File: config.mk
export PLATFORM = sky130hd
export DESIGN_NAME = sorted_priority_queue
export DESIGN_NICKNAME = d
export VERILOG_FILES = /design/src/rtl/spq_pkg.sv /design/src/rtl/spq_ram.sv /design/src/rtl/spq_dp.sv /design/src/rtl/spq_ctrl.sv /design/src/rtl/sorted_priority_queue.sv
export SDC_FILE = /design/constraint.sdc
export NUM_CORES = 2
export LEC_CHECK = 0
export ABC_CLOCK_PERIOD_IN_PS = 8900
export BUFFER_PORTS_ARGS = -buffer_cell sky130_fd_sc_hd__buf_2
export CORE_AREA = 2 2 486 488
export CTS_BUF_LIST = sky130_fd_sc_hd__clkbuf_8
export CTS_CLUSTER_SIZE = 24
export DETAILED_ROUTE_END_ITERATION = 12
export DIE_AREA = 0 0 488 490
export PLACE_DENSITY_LB_ADDON = 0.05
export SKIP_CTS_REPAIR_TIMING = 1
export SLEW_MARGIN = 20
export SYNTH_ARGS = -nofsm -noshare
export SYNTH_HDL_FRONTEND = slang
export SYNTH_SLANG_ARGS = --single-unit
File: constraint.sdc
create_clock -name clk -period 8.9 [get_ports clk]
set_input_delay 0.89 -clock clk [delete_from_list [all_inputs] [get_ports clk]]
set_output_delay 0.89 -clock clk [all_outputs]
set_load 0.05 [all_outputs]
File: src/rtl/spq_pkg.sv
// Shared types and codes of the sorted priority queue.
package spq_pkg;

  localparam int VAL_W = 32;
  localparam int PRI_W = 8;
  localparam int CAP_W = 7;
  localparam int ENT_W = VAL_W + PRI_W;

  localparam logic [CAP_W-1:0] CAP_RESET = 7'd64;

  localparam logic CMD_PUSH = 1'b0;
  localparam logic CMD_POP  = 1'b1;

  localparam logic [1:0] ST_DONE  = 2'd0;
  localparam logic [1:0] ST_FULL  = 2'd1;
  localparam logic [1:0] ST_EMPTY = 2'd2;

  // controller to datapath
  typedef struct packed {
    logic       load;      // latch request, snapshot count into the insert cursor
    logic       wr_new;    // write the new entry at the cursor
    logic       wr_shift;  // move the entry read last one slot back, step cursor down
    logic       rd_head;   // read the head entry
    logic       rd_prev;   // read the entry in front of the cursor
    logic       out_load;  // load the result register and commit the request
    logic [1:0] status;
  } spq_cmd_t;

  // datapath to controller
  typedef struct packed {
    logic is_pop;
    logic is_full;
    logic is_empty;
    logic cur_one;   // insert cursor at slot one
    logic pri_ge;    // entry read has priority greater or equal to the new one
    logic out_busy;  // result register holds a result not yet taken
  } spq_stat_t;

endpackage

File: src/rtl/spq_ram.sv
// Generic single write port, single read port RAM with registered read.
module spq_ram #(
  parameter int WIDTH = 40,
  parameter int DEPTH = 64
) (
  input  logic                     clk,
  input  logic                     wr_en,
  input  logic [$clog2(DEPTH)-1:0] wr_addr,
  input  logic [WIDTH-1:0]         wr_data,
  input  logic                     rd_en,
  input  logic [$clog2(DEPTH)-1:0] rd_addr,
  output logic [WIDTH-1:0]         rd_data
);

  logic [WIDTH-1:0] mem_r [DEPTH];
  logic [WIDTH-1:0] rd_data_r;

  always_ff @(posedge clk) begin
    if (wr_en) begin
      mem_r[wr_addr] <= wr_data;
    end
    if (rd_en) begin
      rd_data_r <= mem_r[rd_addr];
    end
  end

  assign rd_data = rd_data_r;

endmodule

File: src/rtl/spq_dp.sv
// Datapath: entry RAM as a ring, count, head, insert cursor and result register.
module spq_dp import spq_pkg::*; #(
  parameter int DEPTH = 64
) (
  input  logic             clk,
  input  logic             rst_n,
  input  spq_cmd_t         cmd,
  output spq_stat_t        stat,
  input  logic [ENT_W-1:0] in_tdata,
  input  logic             in_tuser,
  input  logic             cfg_wr_en,
  input  logic [CAP_W-1:0] cfg_wr_data,
  output logic             out_tvalid,
  input  logic             out_tready,
  output logic [ENT_W-1:0] out_tdata,
  output logic [1:0]       out_tuser
);

  localparam int AW   = $clog2(DEPTH);
  localparam int CW   = $clog2(DEPTH + 1);
  localparam int CMPW = (CW > CAP_W) ? CW : CAP_W;
  localparam logic [CW-1:0] DEPTH_C  = CW'(DEPTH);
  localparam logic [AW:0]   DEPTH_A  = (AW + 1)'(DEPTH);

  logic [CAP_W-1:0] cap_r;
  logic [CW-1:0]    count_r;
  logic [AW-1:0]    head_r;
  logic [CW-1:0]    cur_r;
  logic             item_cmd_r;
  logic [ENT_W-1:0] item_r;
  logic             out_valid_r;
  logic [ENT_W-1:0] out_data_r;
  logic [1:0]       out_status_r;

  logic [CW-1:0]    rd_log;
  logic [AW-1:0]    wr_phys;
  logic [AW-1:0]    rd_phys;
  logic [AW:0]      wr_sum;
  logic [AW:0]      rd_sum;
  logic [AW:0]      head_inc;
  logic             wr_en;
  logic [ENT_W-1:0] wr_data;
  logic             rd_en;
  logic [ENT_W-1:0] rd_data;

  // logical slot to ring address: one add, one compare and subtract
  always_comb begin
    if (cmd.rd_head) begin
      rd_log = '0;
    end else if (cmd.wr_shift) begin
      rd_log = cur_r - CW'(2);
    end else begin
      rd_log = cur_r - CW'(1);
    end
    wr_sum  = {1'b0, head_r} + {1'b0, cur_r[AW-1:0]};
    rd_sum  = {1'b0, head_r} + {1'b0, rd_log[AW-1:0]};
    wr_phys = (wr_sum >= DEPTH_A) ? AW'(wr_sum - DEPTH_A) : wr_sum[AW-1:0];
    rd_phys = (rd_sum >= DEPTH_A) ? AW'(rd_sum - DEPTH_A) : rd_sum[AW-1:0];
    head_inc = {1'b0, head_r} + (AW + 1)'(1);
  end

  assign wr_en   = cmd.wr_new | cmd.wr_shift;
  assign wr_data = cmd.wr_shift ? rd_data : item_r;
  assign rd_en   = cmd.rd_head | cmd.rd_prev;

  spq_ram #(
    .WIDTH(ENT_W),
    .DEPTH(DEPTH)
  ) u_ram (
    .clk     (clk),
    .wr_en   (wr_en),
    .wr_addr (wr_phys),
    .wr_data (wr_data),
    .rd_en   (rd_en),
    .rd_addr (rd_phys),
    .rd_data (rd_data)
  );

  always_ff @(posedge clk) begin
    if (!rst_n) begin
      cap_r       <= CAP_RESET;
      count_r     <= '0;
      head_r      <= '0;
      out_valid_r <= 1'b0;
    end else begin
      if (cfg_wr_en) begin
        cap_r <= cfg_wr_data;
      end
      if (cmd.out_load) begin
        out_valid_r <= 1'b1;
        if (cmd.status == ST_DONE) begin
          if (item_cmd_r == CMD_POP) begin
            count_r <= count_r - CW'(1);
            head_r  <= (head_inc == DEPTH_A) ? '0 : head_inc[AW-1:0];
          end else begin
            count_r <= count_r + CW'(1);
          end
        end
      end else if (out_tready) begin
        out_valid_r <= 1'b0;
      end
    end
  end

  always_ff @(posedge clk) begin
    if (cmd.load) begin
      item_cmd_r <= in_tuser;
      item_r     <= in_tdata;
      cur_r      <= count_r;
    end else if (cmd.wr_shift) begin
      cur_r <= cur_r - CW'(1);
    end
    if (cmd.out_load) begin
      out_status_r <= cmd.status;
      out_data_r   <= (cmd.status == ST_DONE && item_cmd_r == CMD_POP) ? rd_data : '0;
    end
  end

  always_comb begin
    stat.is_pop   = (item_cmd_r == CMD_POP);
    stat.is_full  = (CMPW'(count_r) >= CMPW'(cap_r)) || (count_r >= DEPTH_C);
    stat.is_empty = (count_r == '0);
    stat.cur_one  = (cur_r == CW'(1));
    stat.pri_ge   = (rd_data[ENT_W-1:VAL_W] >= item_r[ENT_W-1:VAL_W]);
    stat.out_busy = out_valid_r & ~out_tready;
  end

  assign out_tvalid = out_valid_r;
  assign out_tdata  = out_data_r;
  assign out_tuser  = out_status_r;

  a_count_bound: assert property (@(posedge clk) disable iff (!rst_n)
    count_r <= DEPTH_C)
    else $error("entry count beyond depth");

  a_head_bound: assert property (@(posedge clk) disable iff (!rst_n)
    {1'b0, head_r} < DEPTH_A)
    else $error("head outside ring");

  a_shift_cursor: assert property (@(posedge clk) disable iff (!rst_n)
    cmd.wr_shift |-> cur_r != '0)
    else $error("shift with cursor at head");

  a_insert_room: assert property (@(posedge clk) disable iff (!rst_n)
    cmd.wr_new |-> count_r < DEPTH_C && cur_r <= count_r)
    else $error("insert without room");

endmodule

File: src/rtl/spq_ctrl.sv
// Controller: sequences one request at a time through the datapath.
module spq_ctrl import spq_pkg::*; (
  input  logic      clk,
  input  logic      rst_n,
  input  logic      in_tvalid,
  output logic      in_tready,
  input  spq_stat_t stat,
  output spq_cmd_t  cmd
);

  localparam logic [2:0] S_IDLE   = 3'd0;
  localparam logic [2:0] S_DECIDE = 3'd1;
  localparam logic [2:0] S_CMP    = 3'd2;
  localparam logic [2:0] S_WNEW   = 3'd3;
  localparam logic [2:0] S_RESP   = 3'd4;

  logic [2:0] state_r;
  logic [2:0] state_nxt;
  logic [1:0] status_r;
  logic [1:0] status_nxt;

  always_comb begin
    state_nxt  = state_r;
    status_nxt = status_r;
    cmd        = '0;
    cmd.status = status_r;
    in_tready  = 1'b0;
    unique case (state_r)
      S_IDLE: begin
        in_tready = 1'b1;
        if (in_tvalid) begin
          cmd.load  = 1'b1;
          state_nxt = S_DECIDE;
        end
      end
      S_DECIDE: begin
        status_nxt = ST_DONE;
        state_nxt  = S_RESP;
        if (stat.is_pop) begin
          if (stat.is_empty) begin
            status_nxt = ST_EMPTY;
          end else begin
            cmd.rd_head = 1'b1;
          end
        end else if (stat.is_full) begin
          status_nxt = ST_FULL;
        end else if (stat.is_empty) begin
          cmd.wr_new = 1'b1;
        end else begin
          cmd.rd_prev = 1'b1;
          state_nxt   = S_CMP;
        end
      end
      S_CMP: begin
        // stop behind the first entry of greater or equal priority
        if (stat.pri_ge) begin
          cmd.wr_new = 1'b1;
          state_nxt  = S_RESP;
        end else begin
          cmd.wr_shift = 1'b1;
          if (stat.cur_one) begin
            state_nxt = S_WNEW;
          end else begin
            cmd.rd_prev = 1'b1;
          end
        end
      end
      S_WNEW: begin
        cmd.wr_new = 1'b1;
        state_nxt  = S_RESP;
      end
      S_RESP: begin
        // hold until the result register is free
        if (!stat.out_busy) begin
          cmd.out_load = 1'b1;
          state_nxt    = S_IDLE;
        end
      end
      default: begin
        state_nxt = S_IDLE;
      end
    endcase
  end

  always_ff @(posedge clk) begin
    if (!rst_n) begin
      state_r  <= S_IDLE;
      status_r <= ST_DONE;
    end else begin
      state_r  <= state_nxt;
      status_r <= status_nxt;
    end
  end

  a_one_ram_write: assert property (@(posedge clk) disable iff (!rst_n)
    !(cmd.wr_new && cmd.wr_shift))
    else $error("two RAM writes in one cycle");

  a_load_idle: assert property (@(posedge clk) disable iff (!rst_n)
    cmd.load |=> state_r == S_DECIDE)
    else $error("request taken outside idle");

  a_resp_next: assert property (@(posedge clk) disable iff (!rst_n)
    cmd.out_load |=> in_tready)
    else $error("controller not back to idle after result");

endmodule

File: src/rtl/sorted_priority_queue.sv
// Top level of the sorted priority queue: controller, datapath and entry RAM.
//
//  channel  dir  handshake          payload
//  in_      in   tvalid / tready    tuser: cmd; tdata: value, priority_req
//  out_     out  tvalid / tready    tuser: status; tdata: out_value, out_priority
//  cfg_     in   wr_en              wr_data: capacity
//
// Pop, refused push and refused pop go from idle through decide to respond; a push into
// a non-empty queue also compares, moving each entry of lower priority back one slot.
// The single read and single write port of the entry RAM set the push cost.
// rst_n is synchronous; after reset the queue is empty and capacity is 64, and the
// RAM needs no clearing. A stalled result holds the controller before it returns to idle.
module sorted_priority_queue import spq_pkg::*; #(
  parameter int DEPTH = 64
) (
  input  logic             clk,
  input  logic             rst_n,
  input  logic             in_tvalid,
  output logic             in_tready,
  input  logic [ENT_W-1:0] in_tdata,    // [31:0] value, [39:32] priority_req
  input  logic             in_tuser,    // [0] cmd
  output logic             out_tvalid,
  input  logic             out_tready,
  output logic [ENT_W-1:0] out_tdata,   // [31:0] out_value, [39:32] out_priority
  output logic [1:0]       out_tuser,   // [1:0] status
  input  logic             cfg_wr_en,
  input  logic [CAP_W-1:0] cfg_wr_data
);

  spq_cmd_t  cmd;
  spq_stat_t stat;

  spq_ctrl u_ctrl (
    .clk       (clk),
    .rst_n     (rst_n),
    .in_tvalid (in_tvalid),
    .in_tready (in_tready),
    .stat      (stat),
    .cmd       (cmd)
  );

  spq_dp #(
    .DEPTH(DEPTH)
  ) u_dp (
    .clk         (clk),
    .rst_n       (rst_n),
    .cmd         (cmd),
    .stat        (stat),
    .in_tdata    (in_tdata),
    .in_tuser    (in_tuser),
    .cfg_wr_en   (cfg_wr_en),
    .cfg_wr_data (cfg_wr_data),
    .out_tvalid  (out_tvalid),
    .out_tready  (out_tready),
    .out_tdata   (out_tdata),
    .out_tuser   (out_tuser)
  );

endmodule

# After elaboration in Yosys (flattened, before gate mapping)
# Memory sizes are Yosys's and may differ from the RTL's. A register that Yosys moved wholly into a read port is not among the register bits.
# Cells that the tools add are included.
[totals] mem_count=1 wordCells=93 register_bits=116 in_bits=53 mem_bits_rw=2560
[mem_list] name="u_dp.u_ram.mem_r" depth=64 word_bits=40 read_ports=1 rd_clocked_by_memory_dff=1 wr=1 line="spq_ram.sv:15" text="logic [WIDTH-1:0] mem_r [DEPTH];"
[classes] addsub=9 eq_ne=9 mux=44 bitwise=4 reduce_logical=10 magnitude_cmp=5
[op_table] op="$mux 40" count=1
[op_table] op="$mux 6" count=5
[op_table] op="$mux 1" count=23
[op_table] op="$ge 7x7->1 const B" count=3
[op_table] op="$mux 3" count=7
[op_table] op="$mux 7" count=3
[op_table] op="$pmux 3 s5" count=1
[op_table] op="$add 6x6->7" count=2
[op_table] op="$sub 7x1->7 const B" count=2
[op_table] op="$sub 6x1->6 const B" count=2
[op_table] op="$ge 8x8->1" count=1
[op_table] op="$add 6x1->7 const B" count=1
[op_table] op="$add 7x1->7 const B" count=1
[op_table] op="$eq 7x1->1 const B" count=1
[op_table] op="$eq 7x7->1 const B" count=1
[op_table] op="$ge 7x7->1" count=1
[op_table] op="$logic_not 7->1" count=1
[op_table] op="$eq 3x2->1 const B" count=2
[op_table] op="$reduce_and 3->1" count=2
[op_table] op="$sub 6x2->6 const B" count=1
[op_table] op="$mux 2" count=2
[op_table] op="$ne 2x2->1 const B" count=2
[op_table] op="$reduce_bool 2->1" count=2
[op_table] op="$eq 3x1->1 const B" count=1
[op_table] op="12 further kinds" count=13

# Logic depth before layout (Yosys ltp)
[depth] depth_word=8 ltp_mapped=19

# Modules after synthesis
# From an unflattened synthesis, not the netlist that was laid out.
[unflattened] hier_cells=4701 hier_area_um2=104267.5
[modules_own_cells] mod="spq_ram" cells_per_inst=4195 instances=1 area_per_inst_um2=98236.7
[modules_own_cells] mod="spq_dp" cells_per_inst=463 instances=1 area_per_inst_um2=5701.7
[modules_own_cells] mod="spq_ctrl" cells_per_inst=43 instances=1 area_per_inst_um2=329.1

# Worst setup path after synthesis
# No wires, ideal clock.
[synth_path] path_kind="register -> register" startpoint="register u_dp.count_r[0]" endpoint="memory u_dp.u_ram.mem_r[35][0], enable pin" period_less_slack_ns=6.667 t_required_ns=8.362 stages_incl_launch_ff=11 setup_slack_ns=2.233 arrival_time_ns=6.130 cell_sequence="dfxtp_1 -> inv_1 -> ha_1 -> nand2b_1 -> a21o_1 -> a21oi_1 -> o21ai_0 -> a311oi_2 -> a31oi_1 -> clkbuf_1 -> nor4_1"
[synth_between] elab_chain_cells=8 elab_cells_between_ends=11 classes_between="order compare (2); mux (6); bitwise (1); reduce/logical (2)"
[synth_rtl] element="from (decl)" line="spq_dp.sv:26" text="logic [CW-1:0] count_r;"
[synth_rtl] element="from (signal assigned)" line="spq_dp.sv:93" text="count_r <= count_r - CW'(1);"
[synth_rtl] element="from (signal assigned)" line="spq_dp.sv:96" text="count_r <= count_r + CW'(1);"
[synth_rtl] element="$ge 7x7->1 / $logic_not 7->1 (equally long branches)" line="spq_dp.sv:121, spq_dp.sv:122"
[synth_rtl] element="$logic_or 1x1->1 / $mux 1 (equally long branches)" line="spq_dp.sv:121, spq_ctrl.sv:47"
[synth_rtl] element="$mux 1 *" line="spq_ctrl.sv:45" text="end else if (stat.is_full) begin"
[synth_rtl] element="$mux 1 *" line="spq_ctrl.sv:39" text="if (stat.is_pop) begin"
[synth_rtl] element="$pmux 1 s3 *" line="spq_ctrl.sv:28" text="unique case (state_r)"
[synth_rtl] element="$or 1x1->1 *" line="spq_dp.sv:62" text="assign wr_en = cmd.wr_new | cmd.wr_shift;"
[synth_rtl] element="$mux 1 *" line="spq_ram.sv:19" text="if (wr_en) begin"
[synth_rtl] element="$mux 1 (not written as such) *" line="spq_ram.sv:20" text="mem_r[wr_addr] <= wr_data;"
[synth_rtl] element="to (decl)" line="spq_ram.sv:15"
# Mark *: on every way between the ends. The rest lies on a longest branch, timed or not.

# Worst setup path in the final report
[layout_path] startpoint="register u_dp.u_ram.rd_data_r[38] (netlist: u_dp.u_ram.rd_data[38]), read port of u_dp.u_ram.mem_r" endpoint="register u_dp.u_ram.rd_data_r[18] (netlist: u_dp.u_ram.rd_data[18]), read port of u_dp.u_ram.mem_r (data pin)"
[layout_between] elab_chain_cells=8 elab_cells_between_ends=12 classes_between="add/sub (2); order compare (2); mux (7); bitwise (1)"
[layout_rtl] element="from (decl)" line="spq_ram.sv:16" text="logic [WIDTH-1:0] rd_data_r;"
[layout_rtl] element="$ge 8x8->1 *" line="spq_dp.sv:124" text="stat.pri_ge = (rd_data[ENT_W-1:VAL_W] >= item_r[ENT_W-1:VAL_W]);"
[layout_rtl] element="$mux 1" line="spq_ctrl.sv:56" text="if (stat.pri_ge) begin"
[layout_rtl] element="$mux 1" line="spq_ctrl.sv:28"
[layout_rtl] element="$mux 6" line="spq_dp.sv:50" text="end else if (cmd.wr_shift) begin"
[layout_rtl] element="$mux 6" line="spq_dp.sv:48" text="if (cmd.rd_head) begin"
[layout_rtl] element="$add 6x6->7" line="spq_dp.sv:56" text="rd_sum = {1'b0, head_r} + {1'b0, rd_log[AW-1:0]};"
[layout_rtl] element="$sub 6x1->6 / $ge 7x7->1 (equally long branches)" line="spq_dp.sv:58" text="rd_phys = (rd_sum >= DEPTH_A) ? AW'(rd_sum - DEPTH_A) : rd_sum[AW-1:0];"
[layout_rtl] element="$mux 6" line="spq_dp.sv:58"
# Marked as above.
# A chain may end at the register's enable or synchronous reset.

==> impl_metrics.tcl <==
set metrics [dict create \
    dieArea_sq_um 239100 \
    cpPeakStageDelay_ns 1.52 \
    vias_per_cell 5.940 \
    critPathCaptureType "flip-flop" \
    place_congestion 0.7601 \
    ant_nets 0 \
    die_h_microns 490 \
    stdcell_count 8381 \
    placedCellCount 7509 \
    start_kind "flip-flop" \
    setup_slack_ns 1.720 \
    cp_data_arrival_time_ns 7.98 \
    tightest_slew_ns 1.180 \
    holdCritStartpoint "in_tdata[17]" \
    async_flop_share 0 \
    drt-wirelength-per-cell_microns 35.76 \
    clk_pin_slew_worst_paths_ns 0.07 \
    start_util 0.4467 \
    synthCells 4294 \
    grt_setup_unrepaired "no" \
    pre_cts_ws_ns 1.673 \
    layout.nets 4959 \
    skew_ns 0.08335 \
    maxCapViolations 0 \
    dr.pass1.iters 5 \
    critPathKind "reg -> reg" \
    area_growth_pct 13.86 \
    hold_class "in -> reg" \
    cp_max_fo 42 \
    ys_ff_latch 2716 \
    rr_endpoint "u_dp.u_ram.rd_data[18]" \
    maxSlewHeadroom 0.2130 \
    clk_latency_ns 1.15 \
    grt_usage 0.2505 \
    p_leak_uw 0.03809 \
    grt_pass1_wl_mm 412.2 \
    vdd_drop_max_mv 0.2109 \
    mostFrequentLayoutCells "2690 x edfxtp_1, 800 x mux4_2, 465 x clkbuf_8" \
    regToRegSetupSlack_ns 1.72 \
    outcome "finished, final reports clean" \
    critPathBufInv 3 \
    netlist_area_sq_um 104600 \
    antenna_found_initial 7 \
    placementRows 178 \
    grt_remaining_overflow 0 \
    grt_max_degree 65 \
    ys_warn_count 0 \
    tritoncts "built" \
    wl_mm 299.7 \
    cts_root_buf "clkbuf_8" \
    holdPathEnd "u_dp.item_r[17]" \
    io_buffers 96 \
    worstPathRequired_ns 9.70 \
    ys_types 49 \
    layout_commonest_cell "edfxtp_1" \
    die_w_microns 488 \
    cts_buffers 461 \
    syn_avg_cell_area_sq_um 24.35 \
    fmax_mhz 139.3 \
    grt_pass1_vias 50940 \
    path_delay_family "adder cells" \
    syn-num-nets 4385 \
    clockBufferDepth 4 \
    h-tree-depth 5 \
    drv_slew 0 \
    path_cells "ha_1, a21o_1, a2111oi_0, o31a_2, buf_4, nand2b_1, nand3_1, fa_4, buf_12, buf_4, mux4_2, mux4_2, mux2i_1, mux2i_1" \
    dp_hpwl_mm 152.6 \
    clock-sinks 2716 \
    dr.first_iter.drc_count 5694 \
    hold_viol_final 0 \
    drc 0 \
    period_minus_slack_ns 7.180 \
    vias 49780 \
    min_path_cells 1 \
    power_density_nw_per_um2 270.3 \
    fin_crit_sh 0.8067 \
    synth_flop_cell "edfxtp_1" \
    synth-edff-count 2690 \
    finalSetupTns_ns 0 \
    drive_gt1_frac 0.3384 \
    synth-seq-area-share 0.7776 \
    ios 97 \
    critPathSlowestCell "fa_4" \
    setup_viol 0 \
    r2r-start "u_dp.u_ram.rd_data[38]" \
    design.core.area_sq_um 234100 \
    finish.utilization 0.5086 \
    rr_worst_depth 14 \
    holdWs_ns 0.06521 \
]
==> where the power goes <==
part           internal, uW  switching, uW
sequential            14500            112
combinational          3380           4210
clock                  5060           4950
total                 22900           9260
==> how the worst max path moves through the flow <==
stage	start	endpoint	slack, ns	cells after the start
6_report	u_dp.u_ram.rd_data[38]	u_dp.u_ram.rd_data[18]	1.72	14
3_3_place_gp	u_dp.u_ram.rd_data[38]	u_dp.u_ram.rd_data[13]	1.75	14
3_5_place_dp	u_dp.u_ram.rd_data[38]	u_dp.u_ram.rd_data[13]	1.67	14
4_1_cts	u_dp.u_ram.rd_data[38]	u_dp.u_ram.rd_data[13]	1.62	14
2_1_floorplan	u_dp.count_r[0]	u_dp.u_ram.mem_r[35][0]	2.23	10
5_1_grt	u_dp.u_ram.rd_data[38]	u_dp.u_ram.rd_data[18]	1.56	14
==> logic make-up after synthesis <==
group / share of synthesized area
buf+inv: 0.01036
compound gates: 0.004368
fa+ha+maj: 0.004763
xor+xnor: 0.002860
mux: 0.1880
flops: 0.7776
simple gates: 0.01204
==> area by class of cell <==
type,instances,area [sq um]
fillers,18450,115000
flip-flops and latches,2716,81300
multi-input cells,1320,22840
clock buffers,465,6400
well taps,3150,3941
repair buffers,337,2768
clock inverters,352,1659
inverters,32,120.1
diodes,9,22.52
==> cell usage after synthesis, drive strengths merged (2+ instances only) <==
library cell / n / area (sq um)
a2111oi: 2 / 23.77
a211oi: 3 / 22.52
a21boi: 4 / 30.03
a21o: 6 / 45.04
a21oi: 20 / 100.1
a31oi: 2 / 12.51
and2: 12 / 75.07
and3: 48 / 300.3
buf: 88 / 445.4
clkbuf: 138 / 518.0
dfxtp: 26 / 520.5
edfxtp: 2690 / 80780
fa: 3 / 60.06
ha: 35 / 437.9
inv: 32 / 120.1
mux2: 33 / 371.6
mux2i: 127 / 1271
mux4: 800 / 18020
nand2: 34 / 127.6
nand2b: 7 / 43.79
nand3: 7 / 35.03
nand4: 4 / 25.02
nor2: 18 / 67.56
nor2b: 13 / 81.33
nor3: 4 / 20.02
nor4: 65 / 421.7
o211ai: 2 / 15.01
o21a: 2 / 15.01
o21ai: 17 / 85.08
o21bai: 3 / 22.52
o31a: 2 / 17.52
o31ai: 3 / 22.52
or3: 2 / 12.51
or4: 3 / 26.27
xnor2: 20 / 193.9
xor2: 12 / 105.1
==> sequential cells by signal, indices dropped and copies added (netlist names) <==
register	flops
u_dp.u_ram.mem_r	2560
u_dp.item_r	40
u_dp.out_tdata	40
u_dp.u_ram.rd_data	40
u_dp.cap_r	7
u_dp.count_r	7
u_dp.cur_r	7
u_dp.head_r	6
u_ctrl.state_r	3
u_ctrl.status_r	2
u_dp.out_tuser	2
u_dp.item_cmd_r	1
u_dp.out_tvalid	1
==> metal layers <==
metal / track usage / vias up / share of wire
li1: - / 19830 / -
met1: 0.3534 / 27690 / 0.42
met2: 0.4097 / 1836 / 0.50
met3: 0.03788 / 417 / 0.056
met4: 0.06721 / 2 / 0.023
met5: 0 / - / 0.000040
==> stage by stage <==
| step | total power [uW] | cell area (sq um) |
|---|---|---|
| 6_report | 32180 | 119000 |
| 5_1_grt | 33410 | 119000 |
| 4_1_cts | 32610 | 118500 |
| 3_5_place_dp | 22600 | 110500 |
| 3_3_place_gp | 22560 | 110400 |
| 2_1_floorplan | 19840 | 104600 |
(Power assumes the default switching activity.)
